### config.mk
export PLATFORM = sky130hd
export DESIGN_NAME = square_interval_phase_accumulator_core
export DESIGN_NICKNAME = d
export VERILOG_FILES = /design/src/rtl/sipa_pkg.sv /design/src/rtl/square_interval_phase_accumulator_core.sv /design/src/rtl/sipa_tracker.sv /design/src/rtl/sipa_accum.sv /design/src/rtl/sipa_report.sv
export VERILOG_INCLUDE_DIRS = /design/src /design/src/rtl
export SDC_FILE = /design/constraint.sdc
export NUM_CORES = 2
export LEC_CHECK = 0
export ABC_CLOCK_PERIOD_IN_PS = 24600
export BUFFER_PORTS_ARGS = -buffer_cell sky130_fd_sc_hd__buf_2
export CAP_MARGIN = 10
export CORE_MARGIN = 4
export CORE_UTILIZATION = 45
export DETAILED_ROUTE_END_ITERATION = 8
export SLEW_MARGIN = 20
export SYNTH_ARGS = -nofsm -noshare
export SYNTH_HDL_FRONTEND = slang
export SYNTH_SLANG_ARGS = --single-unit
### constraint.sdc
create_clock -name aclk -period 24.6 [get_ports aclk]
set_clock_uncertainty 0.1 [all_clocks]
set_input_delay 2.46 -clock aclk [delete_from_list [all_inputs] [get_ports aclk]]
set_output_delay 2.46 -clock aclk [all_outputs]
set_load 0.01 [all_outputs]
### src/rtl/square_interval_phase_accumulator_core_defines.svh
// Assertion macros shared by the accumulator RTL.
`ifndef SQUARE_INTERVAL_PHASE_ACCUMULATOR_CORE_DEFINES_SVH
`define SQUARE_INTERVAL_PHASE_ACCUMULATOR_CORE_DEFINES_SVH

`ifndef ASSERT_OFF

// Property that must hold at every clock edge outside reset
`define SIPA_ASSERT(label, expr, msg) \
    label: assert property (@(posedge aclk) disable iff (!aresetn) (expr)) \
        else $error(msg);

// Same-cycle implication
`define SIPA_ASSERT_IMPL(label, ante, cons, msg) \
    label: assert property (@(posedge aclk) disable iff (!aresetn) (ante) |-> (cons)) \
        else $error(msg);

// Next-cycle implication
`define SIPA_ASSERT_NEXT(label, ante, cons, msg) \
    label: assert property (@(posedge aclk) disable iff (!aresetn) (ante) |=> (cons)) \
        else $error(msg);

`else

`define SIPA_ASSERT(label, expr, msg)
`define SIPA_ASSERT_IMPL(label, ante, cons, msg)
`define SIPA_ASSERT_NEXT(label, ante, cons, msg)

`endif

`endif

### src/rtl/sipa_pkg.sv
// Shared constants and types of the square interval phase accumulator.
package sipa_pkg;

    localparam int SAMPLE_BITS    = 16;
    localparam int SUM_BITS       = 32;
    localparam int TOTAL_BITS     = 32;
    localparam int COUNT_BITS     = 16;
    localparam int LEN_BITS       = 16;
    localparam int OFFSET_BITS    = 4;
    localparam int SCALED_BITS    = 21;
    localparam int PIECE_BITS     = 4;
    localparam int BIN_BITS       = 2;
    localparam int NUM_BINS       = 4;
    localparam int CFG_INDEX_BITS = 8;
    localparam int CFG_DATA_BITS  = 16;

    // Twelve pieces per interval
    localparam logic [LEN_BITS-1:0]    PIECES     = LEN_BITS'(12);
    localparam logic [PIECE_BITS-1:0]  LAST_PIECE = PIECE_BITS'(11);
    localparam logic [OFFSET_BITS-1:0] MAX_OFFSET = OFFSET_BITS'(11);

    // Register indexes of the configuration port
    localparam logic [CFG_INDEX_BITS-1:0] REG_INTERVAL_FRAMES = CFG_INDEX_BITS'(0);
    localparam logic [CFG_INDEX_BITS-1:0] REG_ROUNDING_OFFSET = CFG_INDEX_BITS'(1);

    // Per-frame status from the interval tracker
    typedef struct packed {
        logic [BIN_BITS-1:0] bin;
        logic                last;
    } trk_t;

    // Totals of one phase bin
    typedef struct packed {
        logic [SUM_BITS-1:0]   sum_a;
        logic [SUM_BITS-1:0]   sum_b;
        logic [SUM_BITS-1:0]   sum_c;
        logic [COUNT_BITS-1:0] count;
    } bin_tot_t;

    typedef bin_tot_t [NUM_BINS-1:0] bin_set_t;

endpackage

### src/rtl/square_interval_phase_accumulator_core.sv
// Top level of the square interval phase accumulator.
// The report of an interval starts on m_valid the cycle after its last frame is
// taken and drains the bins one per cycle while m_ready is high, bin zero first.
// Throughput: one frame per cycle; the last frame of an interval waits only if
// the report buffer still holds the previous, undrained report.
// Reset: aresetn synchronous, active low; default settings, zero sums, counts and position.
module square_interval_phase_accumulator_core (
    input  logic                                aclk,
    input  logic                                aresetn,
    input  logic                                cfg_we,
    input  logic [sipa_pkg::CFG_INDEX_BITS-1:0] cfg_index,
    input  logic [sipa_pkg::CFG_DATA_BITS-1:0]  cfg_wdata,
    input  logic                                s_valid,
    output logic                                s_ready,
    input  logic [sipa_pkg::SAMPLE_BITS-1:0]    s_chan_a,
    input  logic [sipa_pkg::SAMPLE_BITS-1:0]    s_chan_b,
    input  logic [sipa_pkg::SAMPLE_BITS-1:0]    s_chan_c,
    input  logic                                s_clear_totals,
    output logic                                m_valid,
    input  logic                                m_ready,
    output logic [sipa_pkg::BIN_BITS-1:0]       m_bin_index,
    output logic [sipa_pkg::TOTAL_BITS-1:0]     m_total_a,
    output logic [sipa_pkg::TOTAL_BITS-1:0]     m_total_b,
    output logic [sipa_pkg::TOTAL_BITS-1:0]     m_total_c,
    output logic [sipa_pkg::COUNT_BITS-1:0]     m_frame_count,
    output logic                                m_final_bin
);
    import sipa_pkg::*;

    trk_t     trk;
    bin_set_t bins_next;
    logic     rep_free;
    logic     accept;

    // Stall only the closing frame while a report is still going out
    assign s_ready = !trk.last || rep_free;
    assign accept  = s_valid && s_ready;

    sipa_tracker u_tracker (
        .aclk      (aclk),
        .aresetn   (aresetn),
        .cfg_we    (cfg_we),
        .cfg_index (cfg_index),
        .cfg_wdata (cfg_wdata),
        .advance   (accept),
        .trk       (trk)
    );

    sipa_accum u_accum (
        .aclk         (aclk),
        .aresetn      (aresetn),
        .advance      (accept),
        .bin          (trk.bin),
        .chan_a       (s_chan_a),
        .chan_b       (s_chan_b),
        .chan_c       (s_chan_c),
        .clear_totals (s_clear_totals),
        .bins_next    (bins_next)
    );

    sipa_report u_report (
        .aclk          (aclk),
        .aresetn       (aresetn),
        .load          (accept && trk.last),
        .snapshot      (bins_next),
        .free          (rep_free),
        .m_valid       (m_valid),
        .m_ready       (m_ready),
        .m_bin_index   (m_bin_index),
        .m_total_a     (m_total_a),
        .m_total_b     (m_total_b),
        .m_total_c     (m_total_c),
        .m_frame_count (m_frame_count),
        .m_final_bin   (m_final_bin)
    );

endmodule

### src/rtl/sipa_tracker.sv
// Interval position tracker: configuration registers and piece boundaries.
`include "square_interval_phase_accumulator_core_defines.svh"

module sipa_tracker (
    input  logic                                aclk,
    input  logic                                aresetn,
    input  logic                                cfg_we,
    input  logic [sipa_pkg::CFG_INDEX_BITS-1:0] cfg_index,
    input  logic [sipa_pkg::CFG_DATA_BITS-1:0]  cfg_wdata,
    input  logic                                advance,
    output sipa_pkg::trk_t                      trk
);
    import sipa_pkg::*;

    logic [LEN_BITS-1:0]    interval_reg, interval_next;
    logic [OFFSET_BITS-1:0] offset_reg, offset_next;
    logic [LEN_BITS-1:0]    frame_pos_reg, frame_pos_next;
    logic [PIECE_BITS-1:0]  piece_reg, piece_next;
    logic [SCALED_BITS-1:0] boundary_reg, boundary_next;
    logic [SCALED_BITS-1:0] pos_scaled_reg, pos_scaled_next;

    logic                   restart;
    logic [LEN_BITS-1:0]    len_cur, len_new;
    logic [OFFSET_BITS-1:0] off_new;
    logic                   step_piece;
    logic [PIECE_BITS-1:0]  piece_eff;

    // Configuration writes; unknown indexes are dropped
    always_comb begin
        interval_next = interval_reg;
        offset_next   = offset_reg;
        restart       = 1'b0;
        if (cfg_we) begin
            if (cfg_index == REG_INTERVAL_FRAMES) begin
                interval_next = cfg_wdata[LEN_BITS-1:0];
                restart       = 1'b1;
            end else if (cfg_index == REG_ROUNDING_OFFSET) begin
                offset_next = cfg_wdata[OFFSET_BITS-1:0];
                restart     = 1'b1;
            end
        end
    end

    // Clamp length and offset to their usable ranges
    assign len_cur = (interval_reg < PIECES) ? PIECES : interval_reg;
    assign len_new = (interval_next < PIECES) ? PIECES : interval_next;
    assign off_new = (offset_next > MAX_OFFSET) ? MAX_OFFSET : offset_next;

    // Move to the next piece once the scaled position passes the boundary
    assign step_piece = (pos_scaled_reg > boundary_reg) && (piece_reg < LAST_PIECE);
    assign piece_eff  = step_piece ? piece_reg + PIECE_BITS'(1) : piece_reg;

    assign trk.bin  = piece_eff[BIN_BITS-1:0];
    assign trk.last = ({1'b0, frame_pos_reg} + (LEN_BITS+1)'(1)) >= {1'b0, len_cur};

    // Position state: restart on a write or at interval end, else advance
    always_comb begin
        frame_pos_next  = frame_pos_reg;
        piece_next      = piece_reg;
        boundary_next   = boundary_reg;
        pos_scaled_next = pos_scaled_reg;
        if (restart || (advance && trk.last)) begin
            frame_pos_next  = '0;
            piece_next      = '0;
            boundary_next   = SCALED_BITS'(off_new) + SCALED_BITS'(len_new);
            pos_scaled_next = SCALED_BITS'(PIECES);
        end else if (advance) begin
            frame_pos_next  = frame_pos_reg + LEN_BITS'(1);
            piece_next      = piece_eff;
            pos_scaled_next = pos_scaled_reg + SCALED_BITS'(PIECES);
            if (step_piece) begin
                boundary_next = boundary_reg + SCALED_BITS'(len_cur);
            end
        end
    end

    always_ff @(posedge aclk) begin
        if (!aresetn) begin
            interval_reg   <= PIECES;
            offset_reg     <= '0;
            frame_pos_reg  <= '0;
            piece_reg      <= '0;
            boundary_reg   <= SCALED_BITS'(PIECES);
            pos_scaled_reg <= SCALED_BITS'(PIECES);
        end else begin
            interval_reg   <= interval_next;
            offset_reg     <= offset_next;
            frame_pos_reg  <= frame_pos_next;
            piece_reg      <= piece_next;
            boundary_reg   <= boundary_next;
            pos_scaled_reg <= pos_scaled_next;
        end
    end

    `SIPA_ASSERT(a_piece_range, piece_reg <= LAST_PIECE, "piece number beyond last piece")
    `SIPA_ASSERT(a_pos_in_interval, frame_pos_reg < len_cur, "frame position past interval")
    `SIPA_ASSERT_IMPL(a_scaled_tracks_pos, 1'b1,
        pos_scaled_reg == SCALED_BITS'(frame_pos_reg) * SCALED_BITS'(PIECES)
            + SCALED_BITS'(PIECES), "scaled position out of step")

endmodule

### src/rtl/sipa_accum.sv
// Phase bin accumulators: three channel sums and a frame count per bin.
module sipa_accum (
    input  logic                             aclk,
    input  logic                             aresetn,
    input  logic                             advance,
    input  logic [sipa_pkg::BIN_BITS-1:0]    bin,
    input  logic [sipa_pkg::SAMPLE_BITS-1:0] chan_a,
    input  logic [sipa_pkg::SAMPLE_BITS-1:0] chan_b,
    input  logic [sipa_pkg::SAMPLE_BITS-1:0] chan_c,
    input  logic                             clear_totals,
    output sipa_pkg::bin_set_t               bins_next
);
    import sipa_pkg::*;

    bin_set_t            bins_reg;
    logic [SUM_BITS-1:0] wide_a, wide_b, wide_c;

    // Sign-extend the samples to the sum width
    assign wide_a = SUM_BITS'(signed'(chan_a));
    assign wide_b = SUM_BITS'(signed'(chan_b));
    assign wide_c = SUM_BITS'(signed'(chan_c));

    // Clear first, then add the frame into its bin
    always_comb begin
        for (int b = 0; b < NUM_BINS; b++) begin
            bins_next[b] = clear_totals ? '0 : bins_reg[b];
            if (bin == BIN_BITS'(b)) begin
                bins_next[b].sum_a = bins_next[b].sum_a + wide_a;
                bins_next[b].sum_b = bins_next[b].sum_b + wide_b;
                bins_next[b].sum_c = bins_next[b].sum_c + wide_c;
                bins_next[b].count = bins_next[b].count + COUNT_BITS'(1);
            end
        end
    end

    always_ff @(posedge aclk) begin
        if (!aresetn) begin
            bins_reg <= '0;
        end else if (advance) begin
            bins_reg <= bins_next;
        end
    end

endmodule

### src/rtl/sipa_report.sv
// Report buffer: holds a snapshot of the four bins and drains it one per beat.
`include "square_interval_phase_accumulator_core_defines.svh"

module sipa_report (
    input  logic                            aclk,
    input  logic                            aresetn,
    input  logic                            load,
    input  sipa_pkg::bin_set_t              snapshot,
    output logic                            free,
    output logic                            m_valid,
    input  logic                            m_ready,
    output logic [sipa_pkg::BIN_BITS-1:0]   m_bin_index,
    output logic [sipa_pkg::TOTAL_BITS-1:0] m_total_a,
    output logic [sipa_pkg::TOTAL_BITS-1:0] m_total_b,
    output logic [sipa_pkg::TOTAL_BITS-1:0] m_total_c,
    output logic [sipa_pkg::COUNT_BITS-1:0] m_frame_count,
    output logic                            m_final_bin
);
    import sipa_pkg::*;

    bin_set_t            entries_reg;
    logic                valid_reg, valid_next;
    logic [BIN_BITS-1:0] cnt_reg, cnt_next;
    logic                pop, pop_last;
    bin_tot_t            cur;

    assign pop      = valid_reg && m_ready;
    assign pop_last = pop && (cnt_reg == BIN_BITS'(NUM_BINS - 1));
    assign free     = !valid_reg || pop_last;

    // Advance through the bins; a new snapshot restarts at bin zero
    always_comb begin
        valid_next = valid_reg;
        cnt_next   = cnt_reg;
        if (pop) begin
            cnt_next = cnt_reg + BIN_BITS'(1);
            if (pop_last) begin
                valid_next = 1'b0;
            end
        end
        if (load) begin
            valid_next = 1'b1;
            cnt_next   = '0;
        end
    end

    always_ff @(posedge aclk) begin
        if (!aresetn) begin
            valid_reg <= 1'b0;
            cnt_reg   <= '0;
        end else begin
            valid_reg <= valid_next;
            cnt_reg   <= cnt_next;
        end
    end

    // Hold the snapshot
    always_ff @(posedge aclk) begin
        if (load) begin
            entries_reg <= snapshot;
        end
    end

    assign cur           = entries_reg[cnt_reg];
    assign m_valid       = valid_reg;
    assign m_bin_index   = cnt_reg;
    assign m_total_a     = TOTAL_BITS'(cur.sum_a);
    assign m_total_b     = TOTAL_BITS'(cur.sum_b);
    assign m_total_c     = TOTAL_BITS'(cur.sum_c);
    assign m_frame_count = cur.count;
    assign m_final_bin   = (cnt_reg == BIN_BITS'(NUM_BINS - 1));

    `SIPA_ASSERT_IMPL(a_no_overwrite, load && valid_reg, pop_last,
        "snapshot loaded over an undrained report")
    `SIPA_ASSERT_NEXT(a_load_starts, load, valid_reg && (cnt_reg == '0),
        "report does not start at bin zero")
    `SIPA_ASSERT_IMPL(a_idle_count, !valid_reg, cnt_reg == '0,
        "bin counter moved while idle")

endmodule

======== Yosys cells after proc, flatten, opt, wreduce, memory -nomap -nowiden ========
Cells that the tools add are included.
storage, ports and cells
  register bits ........................... 981
  latch bits .............................. 0
  memory bits (writable) .................. 0
  memory bits (read-only) ................. 0
  bits of input ports ..................... 78
  output and inout port bits .............. 117
  logic and storage cells ................. 126
  memories ................................ 0
operators by class
  $add $sub $neg .......................... 23
  multiply operators ...................... 0
  div/mod/pow operators ................... 0
  $lt $le $gt $ge ......................... 7
  equal/unequal tests ..................... 5
  shifts and indexed selects .............. 0
  muxes and demuxes ....................... 28
  bitwise logic cells ..................... 1
  reduce and logical (&&, ||, !) cells .... 21
operators by type and width
  operator                                                                        number
  112-bit 2-to-1 mux                                                              9
  32-bit adder                                                                    12
  112-bit binary-select mux with 2-bit select                                     1
  16-bit by 1-bit adder with 16-bit output (second input constant)                5
  16-bit 2-to-1 mux                                                               4
  21-bit 2-to-1 mux                                                               3
  16-bit by 4-bit less-than comparator with 1-bit output (second input constant)  2
  21-bit by 16-bit adder with 21-bit output                                       1
  21-bit by 4-bit adder with 21-bit output (second input constant)                1
  21-bit greater-than comparator                                                  1
  16-bit by 1-bit adder with 17-bit output (second input constant)                1
  4-bit by 16-bit adder with 17-bit output                                        1
  17-bit by 16-bit >= comparator with 1-bit output                                1
  4-bit 2-to-1 mux                                                                4
  8-bit by 1-bit == test with 1-bit output (second input constant)                1
  8-bit zero test                                                                 1
  2-bit nonzero test                                                              4
  2-bit == test (second input constant)                                           3
  1-bit 2-to-1 mux                                                                6
  2-bit AND reduction                                                             3
  1-bit logical AND                                                               5
  4-bit by 1-bit adder with 4-bit output (second input constant)                  1
  4-bit greater-than comparator (second input constant)                           1
  4-bit less-than comparator (second input constant)                              1
  other kinds (9)                                                                 13

======== Longest topological paths before layout ========
  depth in word-level cells ............... 10
  gate-level depth with buffers ........... 23

======== By module ========
A second synthesis with hierarchy kept.
unflattened totals
  cells, all modules ...................... 7,025
  area total of the unflattened synthesis .. 63,643.5 um^2
modules (own cells, without submodules)
  module                                  times used  cells an instance  area each (um^2)
  sipa_accum                              1           5,688              41,418.5
  sipa_report                             1           600                16,319.4
  sipa_tracker                            1           734                5,875.6
  square_interval_phase_accumulator_core  1           3                  30.0

======== Least setup slack after synthesis ========
Ideal clock, no wire load.
  path kind ............................... reg-to-reg
  from .................................... register u_tracker.frame_pos_reg[0]
  to ...................................... register u_tracker.boundary_reg[9]
  arrival time ............................ 16.060 ns
  setup slack ............................. 8.375 ns
  cell stages (with the launch flop) ...... 18
  buffers on the path ..................... 1
  clock period less this slack ............ 16.225 ns
  cell sequence ........................... dfxtp_1 > ha_1 > and3_1 > and3_1 > and3_1 > and3_1 > and3_1 > nand3_1 > xnor2_1 > ha_1 > nor2_1 > nor4b_1 > o31a_1 > nor2_1 > buf_2 > o311ai_0 > o21ai_0 > nor2_1
on the way
  cells in the longest elaborated chain, start to end .. 9
  elaborated cells between the ends (all ways) .. 11
  those cells by class .................... add/sub (1); order compare (1); mux (1); reduce/logical (8)
RTL lines
  element                                             RTL line                                      RTL
  from (decl)                                         sipa_tracker.sv:17                            logic [LEN_BITS-1:0] frame_pos_reg, frame_pos_next;
  from (signal assigned)                              sipa_tracker.sv:88                            frame_pos_reg <= frame_pos_next;
  16-bit by 1-bit adder with 17-bit output *          sipa_tracker.sv:54                            assign trk.last = ({1'b0, frame_pos_reg} + (LEN_BITS+1)'(1)) >= {1'b0, len_cur};
  17-bit by 16-bit >= comparator with 1-bit output *  sipa_tracker.sv:54
  1-bit zero test                                     square_interval_phase_accumulator_core.sv:36  assign s_ready = !trk.last || rep_free;
  1-bit logical OR                                    square_interval_phase_accumulator_core.sv:36
  1-bit logical AND                                   square_interval_phase_accumulator_core.sv:37  assign accept = s_valid && s_ready;
  1-bit logical AND *                                 --
  via u_report.load                                   sipa_report.sv:7                              input logic load,
  1-bit logical OR *                                  sipa_tracker.sv:62                            if (restart || (advance && trk.last)) begin
  2-bit nonzero test (no line)                        --
  2-bit AND reduction (no line)                       --
  to (signal assigned)                                sipa_tracker.sv:83                            boundary_reg <= SCALED_BITS'(PIECES);
  to (signal assigned)                                sipa_tracker.sv:90                            boundary_reg <= boundary_next;
  to (decl)                                           sipa_tracker.sv:19                            logic [SCALED_BITS-1:0] boundary_reg, boundary_next;
The timed path passes the listed nets; every way through them passes the cells marked *.
A chain may end at the register's enable or synchronous reset.

==> results by group <==
Critical path
  – Category of the worst setup path capture point: flip-flop
  – Category of the worst setup path launch point: input pin
  – Critical R2R Capture: u_accum.bins_reg[348]
  – CP max FO: 100
  – Path depth of the worst reg2reg path: 17
  – Data required time at the worst endpoint: 24.99 ns
  – CP Class: input pin to flip-flop
  – Worst reg2reg path startpoint: u_tracker.frame_pos_reg[0]
  – Reg-to-reg setup timing slack: 18.20 ns
  – Worst endpoint data arrival time: 7.61 ns

Layout
  – Fillers: 13.26k
  – Final non-filler cell area: just over 70000 sq um
  – Area delta synth->final: 9.997%
  – Number of nets in the finished design: roughly 7.6k
  – Total area of multi-input combinational cells: 39300 sq um
  – Sequential cell area: around 24000 sq um
  – Most frequent cells in the layout: 612 x nand2_1, 588 x nor2_1, 531 x a21oi_1
  – Proportion of layout cells with a drive suffix above 1: 12.02%
  – Most common cell after layout, fill and taps aside: nand2_1

Min path
  – Worst-case hold path end point: u_accum.bins_reg[153]
  – Class of the tightest hold or removal check: flip-flop to flip-flop
  – Worst hold stages: 2
  – HP Start: u_accum.bins_reg[153]

Die
  – Initial core utilization: 45.47%
  – Floorplan core area: about 140000 sq um
  – Height of the chip: a little under 400 um
  – Number of standard-cell rows in the floorplan: 139
  – Ports placed on the boundary: 195
  – Die ar.: roughly 150000 sq um
  – Die extent in x: between 300 and 400 um

Synth
  – Share of synthesized flip-flops with an asynchronous set or reset: 0%
  – Number of nets in the synthesized netlist: 7574
  – Post-synthesis instance area: 65480 sq um
  – Cell type with the highest aggregate area in the netlist: edfxtp_1
  – Post-synthesis average cell area: 9.292 sq um
  – Sequential cell area fraction in the yosys report: roughly 37%
  – Number of enable-type register cells in the synthesized netlist: 448
  – Number of flip-flops and latches in the synthesized netlist: roughly 1000
  – Main synth FF type: dfxtp_1
  – Netlist cell types: 109
  – Count of synthesis-stage warnings from yosys: 0
  – Gate Count Post-Synth: 7047
  – Top cell type's share of synthesized area: between 20 and 25%
  – Ranking of synthesized cells by area: edfxtp_1 21%, dfxtp_1 16%, ha_1 8.3%

Clock tree
  – Clock sink count: 979
  – Setup repair bufs after CTS: 0
  – Number of H-tree levels: 3
  – Clock latency of the later-clocked register in the worst-skew pair: 0.76 ns
  – TritonCTS clock tree: yes
  – Clock Pin Slew Worst Setup and Hold Paths: 0.06 ns
  – Gates resized, CTS repair: 0
  – Max clock buf depth: 3
  – Root Driver: clkbuf_16
  – Hold buffer count at cts: 0
  – Clock buffers created by TritonCTS: 114

Drt
  – Initial DRC count: between 4k and 5k
  – Average via count per standard cell: 5.952
  – Count of TritonRoute iterations in the first routing pass: 6
  – Wire per inst: 22.40 um
  – Via count: 54.06k
  – Number of remaining DRC errors: 0
  – Routed wire length: slightly above 200 mm
  – Routed Antenna Nets: 0

Flow run
  – Maximum capacitance violations: 0

Timing
  – Final count of negative-setup-slack endpoints: 0
  – Setup TNS Final: 0 ns
  – Worst relative slew slack: 18.74%
  – Final Cycle Share: 29.37%
  – Minimum period implied by the final worst setup slack: approximately 7.2 ns
  – Count of endpoints failing hold in the final timing report: 0
  – Actual transition at the worst max-transition pin: 1.219 ns
  – Max Clk Rate: 138.4 MHz
  – Final number of max-transition violations: 0
  – Unrepaired setup endpoints after global routing: false

GRT
  – First-pass GRT wire length: between 300 and 400 mm
  – Largest net degree at the start of global routing: 140
  – Number of global-route vias before repair: 52.13k
  – Antenna violations before repair: 14
  – Total congestion overflow: 0
  – Gr usage total: 26.03%

Placed design
  – Placed Area: 68130 sq um
  – Final Wtd Congestion: 0.9255
  – Port bufs: 194
  – Post-detail-place hpwl: 138.2 mm

Power and ir drop
  – Static leakage: a little under 30 nW
  – Maximum resistive drop on vdd: 72.77 uV
  – Power per cell area: 77.02 nW/um^2

Status
  – Outcome: completed
## cells by family after synthesis
| kind of cell | Yosys count | synth area share (%) |
|---|---|---|
| and+or+nand+nor | 2392 | 17.94 |
| AOI/OAI and AO/OA | 1912 | 20.02 |
| DFF | 979 | 36.78 |
| buffers and inverters | 558 | 3.376 |
| xor gates and xnor gates | 453 | 6.059 |
| adders and majority gates | 449 | 8.740 |
| muxes | 304 | 7.089 |
## metal layers
layer	track usage (%)	share of wire, %	vias up
met4	10.59	4.1	2
met2	44.40	48	1487
met5	0	0.0064	-
li1	-	-	25850
met3	2.804	5.5	350
met1	33.82	43	26360
## Yosys cell counts (24+ instances only)
cell,number
nand2_1,615
nor2_1,593
a21oi_1,531
dfxtp_1,531
nor2b_1,456
edfxtp_1,448
ha_1,435
o21ai_0,335
xnor2_1,292
clkbuf_1,232
a21o_1,193
inv_1,186
xor2_1,161
mux2_2,158
nand2b_1,157
nand3_1,143
nor3_1,135
mux4_2,112
o211a_1,108
buf_2,90
a22o_1,80
o21a_1,75
a211oi_1,69
and3_1,65
nand4_1,54
a31oi_1,50
buf_1,48
or3_1,45
o21bai_1,43
a22oi_1,42
a211o_1,35
mux2i_1,34
o211ai_1,34
o31ai_1,31
and2_1,27
o21ba_2,24
## power breakdown
group	switching, W	total, W	internal, W
logic	0.00116	0.00184	0.000677
registers	0.0000543	0.00195	0.00189
clock network	0.000743	0.00176	0.00102
## cell type report
class	instances	share of cell area, %
multi-input combinational	5510	54.56
clock inverter	77	1.107
clock buffer	141	4.270
tap	1903	3.306
antenna	10	0.03474
sequential	979	33.45
timing repair buffer	275	2.288
inverter	187	0.9850
## worst max path at each step
stage	slack, ns	startpoint	cells after the start	to
4_1_cts	17.43	u_tracker.frame_pos_reg[0]	13	s_ready
6_report	17.37	s_clear_totals	12	u_report.entries_reg[223]
2_1_floorplan	8.38	u_tracker.frame_pos_reg[0]	17	u_tracker.boundary_reg[9]
5_1_grt	17.11	s_clear_totals	14	u_report.entries_reg[45]
3_5_place_dp	16.65	s_clear_totals	15	u_report.entries_reg[331]
3_3_place_gp	16.67	s_clear_totals	15	u_report.entries_reg[331]
## worst max-delay path: stages
cell,delay (ns)
buf_8,0.52
buf_4,0.65
buf_4,0.71
nor2b_1,0.15
ha_1,0.42
nand2_1,0.12
nor3_1,0.61
nand3_1,0.55
a41o_1,0.43
a2111oi_0,0.52
nor3_1,0.15
xnor2_1,0.15
## per-stage QoR
step | cells | utilization, % | setup slack [ns] | hold slack, ns | total power (W)
detailed placement | 8854 | 47.31 | 16.65 | 0.3355 | 0.003795
global placement | 8854 | 47.31 | 16.67 | 0.3282 | 0.003772
CTS | 9072 | 50.00 | 17.43 | 0.3493 | 0.005575
finish | 9082 | 50.02 | 17.37 | 0.3480 | 0.005547
global route | 9076 | 50.01 | 17.11 | 0.3641 | 0.005821
floorplan | 7047 | - | 8.375 | 0.3171 | 0.003251
Note: power is estimated with default switching activity, not from simulation.
